<file path="src/hw/rtl/swm_pkg.sv">
package swm_pkg;

  localparam int WINDOW_MAX_DEF   = 64;
  localparam int SAMPLE_WIDTH_DEF = 16;

  localparam int             CFG_W     = 7;
  localparam logic [CFG_W-1:0] CFG_RESET = 7'd3;

  typedef enum logic [1:0] {
    ST_IDLE,
    ST_EVICT,
    ST_POP
  } swm_state_t;

endpackage

</file>
<file path="src/hw/rtl/swm_stream_if.sv">
interface swm_in_if #(
  parameter int SAMPLE_WIDTH = swm_pkg::SAMPLE_WIDTH_DEF
);
  logic                           valid;
  logic                           ready;
  logic signed [SAMPLE_WIDTH-1:0] sample;
  logic                           restart;

  modport source (output valid, output sample, output restart, input ready);
  modport sink   (input valid, input sample, input restart, output ready);
endinterface

interface swm_out_if #(
  parameter int SAMPLE_WIDTH = swm_pkg::SAMPLE_WIDTH_DEF
);
  logic                           valid;
  logic                           ready;
  logic signed [SAMPLE_WIDTH-1:0] window_max;

  modport source (output valid, output window_max, input ready);
  modport sink   (input valid, input window_max, output ready);
endinterface

</file>
<file path="src/hw/rtl/swm_ram.sv">
module swm_ram #(
  parameter int WIDTH = 8,
  parameter int DEPTH = 2,
  localparam int AW = (DEPTH > 1) ? $clog2(DEPTH) : 1
) (
  input  logic             clk,
  input  logic             we,
  input  logic [AW-1:0]    waddr,
  input  logic [WIDTH-1:0] wdata,
  input  logic [AW-1:0]    raddr,
  output logic [WIDTH-1:0] rdata
);

  logic [WIDTH-1:0] mem_r [DEPTH];
  logic [WIDTH-1:0] rdata_r;

  always_ff @(posedge clk) begin
    if (we) begin
      mem_r[waddr] <= wdata;
    end
    rdata_r <= mem_r[raddr];
  end

  assign rdata = rdata_r;

endmodule

</file>
<file path="src/hw/rtl/swm_queue.sv">
module swm_queue #(
  parameter int WINDOW_MAX   = swm_pkg::WINDOW_MAX_DEF,
  parameter int SAMPLE_WIDTH = swm_pkg::SAMPLE_WIDTH_DEF,
  localparam int CNT_W = $clog2(WINDOW_MAX + 1)
) (
  input  logic                           clk,
  input  logic                           rst_n,
  swm_in_if.sink                         in_chan,
  input  logic [CNT_W-1:0]               win_eff,
  input  logic                           res_space,
  output logic                           res_valid,
  output logic signed [SAMPLE_WIDTH-1:0] res_value
);

  import swm_pkg::*;

  localparam int IDX_W  = (WINDOW_MAX > 1) ? $clog2(WINDOW_MAX) : 1;
  localparam int POS_W  = $clog2(2 * WINDOW_MAX);
  localparam int SUM_W  = CNT_W + 1;
  localparam int WORD_W = POS_W + SAMPLE_WIDTH;

  swm_state_t state_r, state_nxt;
  logic [IDX_W-1:0]               head_r, head_nxt;
  logic [CNT_W-1:0]               count_r, count_nxt;
  logic [POS_W-1:0]               pos_r, pos_nxt;
  logic [CNT_W-1:0]               fill_r, fill_nxt;
  logic [CNT_W-1:0]               win_r, win_nxt;
  logic signed [SAMPLE_WIDTH-1:0] s_r, s_nxt;
  logic signed [SAMPLE_WIDTH-1:0] hval_r, hval_nxt;

  logic                           ram_we;
  logic [IDX_W-1:0]               ram_waddr;
  logic [IDX_W-1:0]               ram_raddr;
  logic [WORD_W-1:0]              ram_rdata;
  logic signed [SAMPLE_WIDTH-1:0] rd_value;
  logic [POS_W-1:0]               rd_pos;
  logic [POS_W:0]                 age_diff;
  logic [POS_W-1:0]               age;

  function automatic logic [IDX_W-1:0] slot(input logic [IDX_W-1:0] base,
                                             input logic [CNT_W-1:0] off);
    logic [SUM_W-1:0] sum;
    sum = SUM_W'(base) + SUM_W'(off);
    if (sum >= SUM_W'(WINDOW_MAX)) begin
      sum = sum - SUM_W'(WINDOW_MAX);
    end
    return sum[IDX_W-1:0];
  endfunction

  function automatic logic [IDX_W-1:0] next_idx(input logic [IDX_W-1:0] idx);
    return (idx == IDX_W'(WINDOW_MAX - 1)) ? '0 : idx + 1'b1;
  endfunction

  swm_ram #(
    .WIDTH (WORD_W),
    .DEPTH (WINDOW_MAX)
  ) u_ram (
    .clk   (clk),
    .we    (ram_we),
    .waddr (ram_waddr),
    .wdata ({pos_r, s_r}),
    .raddr (ram_raddr),
    .rdata (ram_rdata)
  );

  assign rd_value = ram_rdata[SAMPLE_WIDTH-1:0];
  assign rd_pos   = ram_rdata[WORD_W-1:SAMPLE_WIDTH];

  // age of head candidate, modulo the position range
  always_comb begin
    age_diff = {1'b0, pos_r} - {1'b0, rd_pos};
    if (age_diff[POS_W]) begin
      age_diff = age_diff + (POS_W + 1)'(2 * WINDOW_MAX);
    end
    age = age_diff[POS_W-1:0];
  end

  always_ff @(posedge clk) begin
    if (!rst_n) begin
      state_r <= ST_IDLE;
      head_r  <= '0;
      count_r <= '0;
      pos_r   <= '0;
      fill_r  <= '0;
    end else begin
      state_r <= state_nxt;
      head_r  <= head_nxt;
      count_r <= count_nxt;
      pos_r   <= pos_nxt;
      fill_r  <= fill_nxt;
    end
  end

  always_ff @(posedge clk) begin
    win_r  <= win_nxt;
    s_r    <= s_nxt;
    hval_r <= hval_nxt;
  end

  // the write at the end of ST_POP lands before the next item's first read
  always_comb begin
    state_nxt     = state_r;
    head_nxt      = head_r;
    count_nxt     = count_r;
    pos_nxt       = pos_r;
    fill_nxt      = fill_r;
    win_nxt       = win_r;
    s_nxt         = s_r;
    hval_nxt      = hval_r;
    ram_we        = 1'b0;
    ram_waddr     = slot(head_r, count_r);
    ram_raddr     = head_r;
    in_chan.ready = 1'b0;
    res_valid     = 1'b0;
    res_value     = (count_r == '0) ? s_r : hval_r;

    unique case (state_r)
      ST_IDLE: begin
        in_chan.ready = 1'b1;
        if (in_chan.valid) begin
          s_nxt   = in_chan.sample;
          win_nxt = win_eff;
          if (in_chan.restart) begin
            head_nxt  = '0;
            count_nxt = '0;
            fill_nxt  = '0;
            pos_nxt   = '0;
            ram_raddr = '0;
          end
          state_nxt = ST_EVICT;
        end
      end

      ST_EVICT: begin
        if (count_r != '0 && age >= POS_W'(win_r)) begin
          head_nxt  = next_idx(head_r);
          count_nxt = count_r - 1'b1;
          ram_raddr = next_idx(head_r);
        end else begin
          hval_nxt = rd_value;
          if (count_r != '0) begin
            ram_raddr = slot(head_r, count_r - 1'b1);
          end
          state_nxt = ST_POP;
        end
      end

      ST_POP: begin
        if (count_r != '0 && rd_value <= s_r) begin
          count_nxt = count_r - 1'b1;
          if (count_r > CNT_W'(1)) begin
            ram_raddr = slot(head_r, count_r - CNT_W'(2));
          end
        end else if (res_space) begin
          ram_we    = 1'b1;
          count_nxt = count_r + 1'b1;
          pos_nxt   = (pos_r == POS_W'(2 * WINDOW_MAX - 1)) ? '0 : pos_r + 1'b1;
          if (fill_r < CNT_W'(WINDOW_MAX)) begin
            fill_nxt = fill_r + 1'b1;
          end
          res_valid = (fill_nxt >= win_r);
          state_nxt = ST_IDLE;
        end else if (count_r != '0) begin
          ram_raddr = slot(head_r, count_r - 1'b1);
        end
      end

      default: begin
        state_nxt = ST_IDLE;
      end
    endcase
  end

endmodule

</file>
<file path="src/hw/rtl/sliding_window_maximum.sv">
// Sliding window maximum. Each item is a signed sample plus a restart flag;
// restart empties the window before the sample is taken. The first
// window_size-1 samples of a sequence give no result, every later one gives
// the maximum of the last window_size samples. window_size 0 acts as 1,
// values above WINDOW_MAX act as WINDOW_MAX; a change takes effect at the
// next item and may only be written while the block is idle. Candidates are
// kept in a monotonic queue in one single-port-read memory, one candidate
// read per cycle. An item passes through ST_IDLE, then ST_EVICT, where
// candidates that aged out leave the head, then ST_POP, where candidates
// no greater than the sample leave the tail; each sample is dropped at most
// once. The result register lets a new item be accepted while the previous
// result waits; that item then holds in ST_POP until the register is free.
// No clearing pass is needed after reset.
module sliding_window_maximum #(
  parameter int WINDOW_MAX   = swm_pkg::WINDOW_MAX_DEF,
  parameter int SAMPLE_WIDTH = swm_pkg::SAMPLE_WIDTH_DEF
) (
  input  logic                      clk,
  input  logic                      rst_n,
  swm_in_if.sink                    in_chan,
  swm_out_if.source                 out_chan,
  input  logic                      cfg_we,
  input  logic [swm_pkg::CFG_W-1:0] cfg_wdata
);

  import swm_pkg::*;

  localparam int CNT_W = $clog2(WINDOW_MAX + 1);

  logic [CFG_W-1:0]               cfg_r;
  logic [CNT_W-1:0]               win_eff;
  logic                           res_space;
  logic                           res_valid;
  logic signed [SAMPLE_WIDTH-1:0] res_value;
  logic                           out_valid_r, out_valid_nxt;
  logic signed [SAMPLE_WIDTH-1:0] out_max_r;

  always_ff @(posedge clk) begin
    if (!rst_n) begin
      cfg_r <= CFG_RESET;
    end else if (cfg_we) begin
      cfg_r <= cfg_wdata;
    end
  end

  always_comb begin
    if (cfg_r == '0) begin
      win_eff = CNT_W'(1);
    end else if (32'(cfg_r) > WINDOW_MAX) begin
      win_eff = CNT_W'(WINDOW_MAX);
    end else begin
      win_eff = CNT_W'(cfg_r);
    end
  end

  swm_queue #(
    .WINDOW_MAX   (WINDOW_MAX),
    .SAMPLE_WIDTH (SAMPLE_WIDTH)
  ) u_queue (
    .clk       (clk),
    .rst_n     (rst_n),
    .in_chan   (in_chan),
    .win_eff   (win_eff),
    .res_space (res_space),
    .res_valid (res_valid),
    .res_value (res_value)
  );

  assign res_space = !out_valid_r || out_chan.ready;

  always_comb begin
    out_valid_nxt = out_valid_r;
    if (res_valid) begin
      out_valid_nxt = 1'b1;
    end else if (out_chan.ready) begin
      out_valid_nxt = 1'b0;
    end
  end

  always_ff @(posedge clk) begin
    if (!rst_n) begin
      out_valid_r <= 1'b0;
    end else begin
      out_valid_r <= out_valid_nxt;
    end
  end

  always_ff @(posedge clk) begin
    if (res_valid) begin
      out_max_r <= res_value;
    end
  end

  assign out_chan.valid      = out_valid_r;
  assign out_chan.window_max = out_max_r;

endmodule

</file>
<file path="src/flat_wrapper.sv">
// flat-port wrapper written by rule: the top's interface ports become plain ports
module sliding_window_maximum_flat import swm_pkg::*;
#(
  parameter int WINDOW_MAX   = swm_pkg::WINDOW_MAX_DEF,
  parameter int SAMPLE_WIDTH = swm_pkg::SAMPLE_WIDTH_DEF
)
  (clk, rst_n, cfg_we, cfg_wdata, in_chan_valid, in_chan_sample, in_chan_restart, in_chan_ready, out_chan_valid, out_chan_window_max, out_chan_ready);
  swm_in_if #(.SAMPLE_WIDTH(SAMPLE_WIDTH)) in_chan_i ();
  swm_out_if #(.SAMPLE_WIDTH(SAMPLE_WIDTH)) out_chan_i ();
  input  logic clk;
  input  logic rst_n;
  input  logic cfg_we;
  input  logic [swm_pkg::CFG_W-1:0] cfg_wdata;
  input wire logic [$bits(in_chan_i.valid)-1:0] in_chan_valid;
  input wire logic [$bits(in_chan_i.sample)-1:0] in_chan_sample;
  input wire logic [$bits(in_chan_i.restart)-1:0] in_chan_restart;
  output wire logic [$bits(in_chan_i.ready)-1:0] in_chan_ready;
  output wire logic [$bits(out_chan_i.valid)-1:0] out_chan_valid;
  output wire logic [$bits(out_chan_i.window_max)-1:0] out_chan_window_max;
  input wire logic [$bits(out_chan_i.ready)-1:0] out_chan_ready;
  assign in_chan_i.valid = in_chan_valid;
  assign in_chan_i.sample = in_chan_sample;
  assign in_chan_i.restart = in_chan_restart;
  assign in_chan_ready = in_chan_i.ready;
  assign out_chan_valid = out_chan_i.valid;
  assign out_chan_window_max = out_chan_i.window_max;
  assign out_chan_i.ready = out_chan_ready;
  sliding_window_maximum #(.WINDOW_MAX(WINDOW_MAX), .SAMPLE_WIDTH(SAMPLE_WIDTH)) u_core (.clk(clk), .rst_n(rst_n), .in_chan(in_chan_i), .out_chan(out_chan_i), .cfg_we(cfg_we), .cfg_wdata(cfg_wdata));
endmodule
</file>
<file path="config.mk">
export PLATFORM = sky130hd
export DESIGN_NAME = sliding_window_maximum_flat
export DESIGN_NICKNAME = d
export VERILOG_FILES = /design/src/hw/rtl/swm_pkg.sv /design/src/hw/rtl/swm_stream_if.sv /design/src/hw/rtl/swm_ram.sv /design/src/hw/rtl/swm_queue.sv /design/src/hw/rtl/sliding_window_maximum.sv /design/src/flat_wrapper.sv
export SDC_FILE = /design/constraint.sdc
export NUM_CORES = 2
export LEC_CHECK = 0
export BUFFER_PORTS_ARGS = -buffer_cell sky130_fd_sc_hd__buf_2
export CAP_MARGIN = 20
export CORE_UTILIZATION = 40
export DETAILED_ROUTE_END_ITERATION = 10
export SETUP_SLACK_MARGIN = 0.5
export SYNTH_ARGS = -nofsm -noshare
export SYNTH_HDL_FRONTEND = slang
export SYNTH_SLANG_ARGS = --single-unit
</file>
<file path="constraint.sdc">
create_clock -name clk -period 7.6 [get_ports clk]
set_input_delay 1.52 -clock clk [delete_from_list [all_inputs] [get_ports clk]]
set_output_delay 1.52 -clock clk [all_outputs]
set_load 0.03 [all_outputs]
</file>
==> Yosys cells after proc, flatten, opt, wreduce, memory -nomap -nowiden <==
Memory sizes are Yosys's and may differ from the RTL's. A register that Yosys moved wholly into a read port is not among the register bits.
Index checks and enable logic that the tools add are counted.
{ "classes": {"n_addsub": 14, "bitwise_logic": 1, "eq_ne": 11, "reduce_logical": 19, "n_mux": 50, "n_lt_le_gt_ge": 9} }
{ "op_table": {"columns": ["op", "n"], "rows": [
  ["7-bit two-way mux", 16],
  ["6-bit two-way mux", 12],
  ["7-bit by 1-bit adder with 7-bit output, second input constant", 4],
  ["7-bit case mux with 2 select lines", 2],
  ["6-bit by 7-bit adder with 8-bit output", 3],
  ["8-bit by 7-bit >= comparator with 1-bit output, second input constant", 3],
  ["7-bit case mux with 3 select lines", 1],
  ["6-bit case mux with 3 select lines", 1],
  ["6-bit by 1-bit subtractor with 6-bit output, second input constant", 3],
  ["16-bit less-or-equal comparator", 1],
  ["16-bit two-way mux", 1],
  ["7-bit >= comparator", 2],
  ["7-bit zero test", 2],
  ["6-bit case mux with 2 select lines", 1],
  ["1-bit two-way mux", 11],
  ["2-bit inequality test, second input constant", 5],
  ["5-bit AND reduction", 2],
  ["2-bit two-way mux", 4],
  ["7-bit by 7-bit subtractor with 8-bit output", 1],
  ["7-bit equality test, second input constant", 1],
  ["7-bit by 1-bit greater-than comparator with 1-bit output, second input constant", 1],
  ["7-bit greater-than comparator, second input constant", 1],
  ["7-bit less-than comparator, second input constant", 1],
  ["7-bit nonzero test", 1],
  ["other kinds (19)", 24]
]} }
{ "word_totals": {"input_bits": 29, "register_bits": 92, "ramBits": 1472, "word_cells": 117, "mem_count": 1, "out_inout_bits": 18} }
{ "mem_list": {"columns": ["name", "words", "word_bits", "rd", "rd_clocked_by_memory_dff", "write_ports", "line_no", "rtl"], "rows": [
  ["u_core.u_queue.u_ram.mem_r", 64, 23, 1, 1, 1, "swm_ram.sv:14", "logic [WIDTH-1:0] mem_r [DEPTH];"]
]} }

==> Longest topological paths before layout <==
{ "depth": {"ltp_word": 10, "ltp_mapped": 26, "depth_no_buf": 21} }

==> By module <==
A second synthesis with hierarchy kept.
{ "unflattened": {"hier_cells": 3095, "hier_area_um2": 62862.8} }
{ "by_module_without_submodules": {"columns": ["mod", "seq_area_each_um2", "area_each_um2", "cells_each", "n_inst"], "rows": [
  ["swm_ram", 44662.8, 56720.6, 2446, 1],
  ["swm_queue", 1751.7, 5306.3, 598, 1],
  ["sliding_window_maximum", 640.6, 835.8, 51, 1]
]} }

==> Least setup slack after synthesis <==
OpenSTA, ideal clock, no wires.
{ "synth_timing": {"path_type": "flip-flop to flip-flop", "from": "register u_core.u_queue.pos_r[0]", "to": "register u_core.u_queue.u_ram.rdata_r[8], in the netlist u_core.u_queue.u_ram.rdata[8], read port of u_core.u_queue.u_ram.mem_r", "setup_slack_ns": 1.734, "setup_ns": 0.134, "period_less_slack_ns": 5.866, "path_stages_with_launch": 23, "n_path_buf": 2, "required_time_ns": 7.466, "arrival_time_ns": 5.732, "cell_sequence": "dfxtp_1 -> inv_1 -> ha_1 -> fa_1 -> inv_1 -> a21oi_1 -> o21bai_1 -> a21o_1 -> a21oi_1 -> xnor2_1 -> ha_1 -> a211oi_1 -> o21ai_0 -> and2_1 -> buf_6 -> nor2_2 -> nor2_1 -> o311ai_4 -> a21oi_2 -> clkbuf_1 -> o211ai_1 -> a41oi_1 -> or4_1"} }
{ "synth_between": {"elab_chain_len": 7} }
{ "synth_lines": {"columns": ["element", "line_no", "rtl"], "rows": [
  ["start, declared", "swm_queue.sv:25", "logic [POS_W-1:0] pos_r, pos_nxt;"],
  ["start signal, assigned", "swm_queue.sv:89", "pos_r <= pos_nxt;"],
  ["7-bit by 7-bit subtractor with 8-bit output *", "swm_queue.sv:71", "age_diff = {1'b0, pos_r} - {1'b0, rd_pos};"],
  ["7-bit by 1-bit adder with 7-bit output", "swm_queue.sv:73", "age_diff = age_diff + (POS_W + 1)'(2 * WINDOW_MAX);"],
  ["7-bit two-way mux *", "swm_queue.sv:72", "if (age_diff[POS_W]) begin"],
  ["7-bit >= comparator *", "swm_queue.sv:135", "if (count_r != '0 && age >= POS_W'(win_r)) begin"],
  ["1-bit logical AND *", "swm_queue.sv:135", null],
  ["6-bit two-way mux *", "swm_queue.sv:135", null],
  ["6-bit case mux with 3 select lines *", "swm_queue.sv:117", "unique case (state_r)"],
  ["end, declared", "swm_ram.sv:15", "logic [WIDTH-1:0] rdata_r;"]
]} }
Every way passes the cells marked *; elsewhere a longest branch is shown, timed or not.
A chain may end at the register's enable or synchronous reset.

==> Final worst setup path <==
{ "layout_timing": {"from": "register u_core.u_queue.u_ram.rdata_r[18], in the netlist u_core.u_queue.u_ram.rdata[18], read port of u_core.u_queue.u_ram.mem_r", "to": "register u_core.u_queue.u_ram.rdata_r[11], in the netlist u_core.u_queue.u_ram.rdata[11], read port of u_core.u_queue.u_ram.mem_r"} }
{ "layout_between": {"elab_chain_len": 7} }
{ "layout_lines": {"columns": ["element", "line_no"], "rows": [
  ["7-bit by 7-bit subtractor with 8-bit output *", "swm_queue.sv:71"],
  ["7-bit by 1-bit adder with 7-bit output", "swm_queue.sv:73"],
  ["7-bit two-way mux *", "swm_queue.sv:72"],
  ["7-bit >= comparator *", "swm_queue.sv:135"],
  ["1-bit logical AND *", "swm_queue.sv:135"],
  ["6-bit two-way mux *", "swm_queue.sv:135"],
  ["6-bit case mux with 3 select lines *", "swm_queue.sv:117"]
]} }
Marks and branches as above.

==> flow_summary.toml <==
[sta]
worstMarginPinSlew_ps = 1250
post-route-period-util = 0.839
finalCriticalPeriod_ps = 6380
setup_tns_ps = 0
final_hold_viol_count = 0
fin_skew_ps = 26.3
setup_viol = 0
clock.fmax_ghz = 0.157
max_slew_margin = 0.154
rsz0062_at_grt = "no"
finalMaxSlewViolations = 0

[yosys]
syn_inst = 4042
ys.warnings.count = 0
synth_enable_flop_cells = 1527
ys_types = 70
netlist_area_sq_um = 65200
syn_nets = 4138
syn_area_per_cell_sq_um = 16.1
ys_seq_area_frac = 0.722
ys_ff_latch = 1587
synth_top_flop_cell = "edfxtp_1"
synthArstFlopShare = 0

[setup_path]
path_cells = "inv_1 > ha_1 > a21oi_1 > o21bai_1 > a21o_1 > a21oi_1 > xnor2_1 > ha_1 > a211oi_1 > o21ai_0 > and2_1 > nor2_2 > nor2_1 > o311ai_4 > and3_4 > buf_4 > o211ai_1 > a41oi_1 > or4_1"
crit_family = "compound AO/OA/AOI/OAI gates"
reg2reg_depth = 19
cp-end-kind = "flop"
cp_num_buf_inv = 2
crit_path_max_fanout = 27
arrival_ps = 7100
critPathLaunchType = "flop"
required_ps = 8320
r2r-start = "u_core.u_queue.u_ram.rdata[18]"
worst-r2r-setup-slack_ps = 1220
max_stage_delay_ps = 840
path_class = "reg -> reg"
crit_slowest_cell = "a41oi_1"
r2r_end = "u_core.u_queue.u_ram.rdata[11]"

[detailed_routing]
vias = 36154
drt_pre_antenna_iters = 6
drc_errors = 0
drt-initial-drc-count = 3733
viasPerCell = 5.58
ant_nets = 0
wl_mm = 176
drt-wirelength-per-cell_um = 27.2

[floorplanning]
die_area_sq_um = 165000
die_height_um = 406
die_w_um = 406
ios = 47
initial_utilization = 0.405
coreArea_sq_um = 161000
std_cell_rows = 147

[global_route]
gr-total-overflow = 0
grt_usage = 0.214
grt_pass1_vias = 35459
grt_max_degree = 148
antenna_found_initial = 28
grt_pass1_wl_mm = 250

[layout]
multi_input_area_sq_um = 17100
layout_commonest_cell = "edfxtp_1"
num-nets-final = 4281
post-route-util = 0.459
layout_common_cells = "edfxtp_1 (1,527), nand2_1 (428), mux2i_1 (391)"
drive_gt1_frac = 0.207
fillCellCount = 13965
regArea_sq_um = 47100
area_delta_synth_final_pct = 13.4
fin_area_sq_um = 73900

[worst_hold_path]
hold_depth = 0
min_path_type = "reg -> reg"
hold_path_end = "u_core.u_queue.hval_r[3]"
hp-start = "u_core.u_queue.u_ram.rdata[3]"

[clock_network]
htree_num_levels = 4
clkTransAtPathRegs_ps = 60
clk-insertion-delay-late_ps = 800
cts_tree = "built"
cts_resized = 0
cts_num_sinks = 1587
cts_hold_buf = 0
cts_made_buffers = 161
cts_root_buffer = "clkbuf_16"
cts_setup_buffers = 0
cts_buffer_depth = 3

[power]
powerDensity_nw_per_um2 = 394
leakage_uw = 0.0274
ir_drop_uv = 322

[place]
post_dp_cell_area_sq_um = 68800
dp_hpwl_mm = 99.2
gp_congestion = 0.872
io_buffer_count = 46

[run_status]
status = "finished, final reports clean"

[job]
maxCapViolCount = 0
## layout make-up
type	instances	area share
Sequential cell	1587	0.637
Multi-Input combinational cell	2163	0.231
Clock buffer	215	0.0598
Tap cell	2160	0.0366
Timing Repair Buffer	217	0.0240
Clock inverter	72	0.00833
Inverter	55	0.00279
Antenna cell	11	0.000372
## state kept, by name, summed over array words and instances, names as in the netlist, 2 cells and up
register	count
u_core.u_queue.u_ram.mem_r	1472
u_core.cfg_r	7
u_core.u_queue.hval_r	16
u_core.u_queue.win_r	7
u_core.u_queue.pos_r	7
u_core.u_queue.state_r	2
u_core.out_chan.window_max	16
u_core.u_queue.head_r	6
u_core.u_queue.count_r	7
u_core.u_queue.s_r	16
u_core.u_queue.u_ram.rdata	23
u_core.u_queue.fill_r	7
## per-layer routing
metal  up-vias  GRT usage  wire length [um]  share of wire
li1      16092          -                 -              -
met1     18466      0.276             71900           0.41
met2      1270      0.342             83100           0.47
met3       314     0.0447             12700          0.072
met4        12      0.103              8350          0.047
met5         -    0.00535               186         0.0011
## metrics by stage
| step | hold WS (ps) | setup slack (ps) | cells | total power [uW] |
|---|---|---|---|---|
| after floorplan | 408 | 1730 | 4042 | 18300 |
| after global placement | 425 | 1100 | 6172 | 21600 |
| after detailed placement | 424 | 1210 | 6180 | 21600 |
| after CTS | 439 | 1190 | 6467 | 29300 |
| after global routing | 465 | 793 | 6471 | 30300 |
| final | 442 | 1220 | 6480 | 29100 |
## worst max-delay path by stage
stage	depth (start not counted)	slack (ps)	to	startpoint
after global placement	22	1100	u_core.u_queue.u_ram.rdata[4]	u_core.u_queue.pos_r[0]
after detailed placement	20	1210	u_core.u_queue.u_ram.rdata[5]	u_core.u_queue.pos_r[0]
after floorplan	22	1730	u_core.u_queue.u_ram.rdata[8]	u_core.u_queue.pos_r[0]
after global routing	21	790	u_core.u_queue.u_ram.rdata[11]	u_core.u_queue.pos_r[0]
after CTS	20	1190	u_core.u_queue.u_ram.rdata[5]	u_core.u_queue.pos_r[0]
final	19	1220	u_core.u_queue.u_ram.rdata[11]	u_core.u_queue.u_ram.rdata[18]
## cell usage after synthesis, types with 8 or more instances
master,n,share of area
nand2_1,428,0.025
buf_4,9,0.0010
or4_1,22,0.0025
edfxtp_1,1527,0.70
nor2_1,94,0.0054
nand3_1,31,0.0024
a21boi_0,13,0.0015
a21o_1,16,0.0018
and2_1,8,0.00077
clkbuf_1,146,0.0084
dfxtp_1,60,0.018
o22ai_1,8,0.00077
mux2_2,369,0.064
buf_1,8,0.00046
nand4_1,13,0.0012
xor2_1,27,0.0036
xnor2_1,20,0.0027
a21oi_1,43,0.0033
o211ai_1,359,0.041
o21ai_0,44,0.0034
nor3_1,8,0.00061
inv_1,55,0.0032
nor2b_1,28,0.0027
ha_1,63,0.012
buf_2,65,0.0050
a41oi_1,89,0.012
buf_6,9,0.0016
mux2i_1,391,0.060
## cells by family after synthesis
group           count (synthesis)  synth area share
mux                           760             0.124
xor+xnor                       47           0.00631
flops                        1587             0.722
fa+ha+maj                      67            0.0133
compound gates                629            0.0719
simple gates                  660            0.0434
buf+inv                       292            0.0196
## where the power goes
group / internal [uW] / total (uW) / leakage, uW / switching (uW)
Sequential: 10300 / 10600 / 0.0149 / 266
Clock: 4410 / 7680 / 0.00246 / 3270
Combinational: 4300 / 10900 / 0.00998 / 6580
Note: power is estimated with default switching activity, not from simulation.
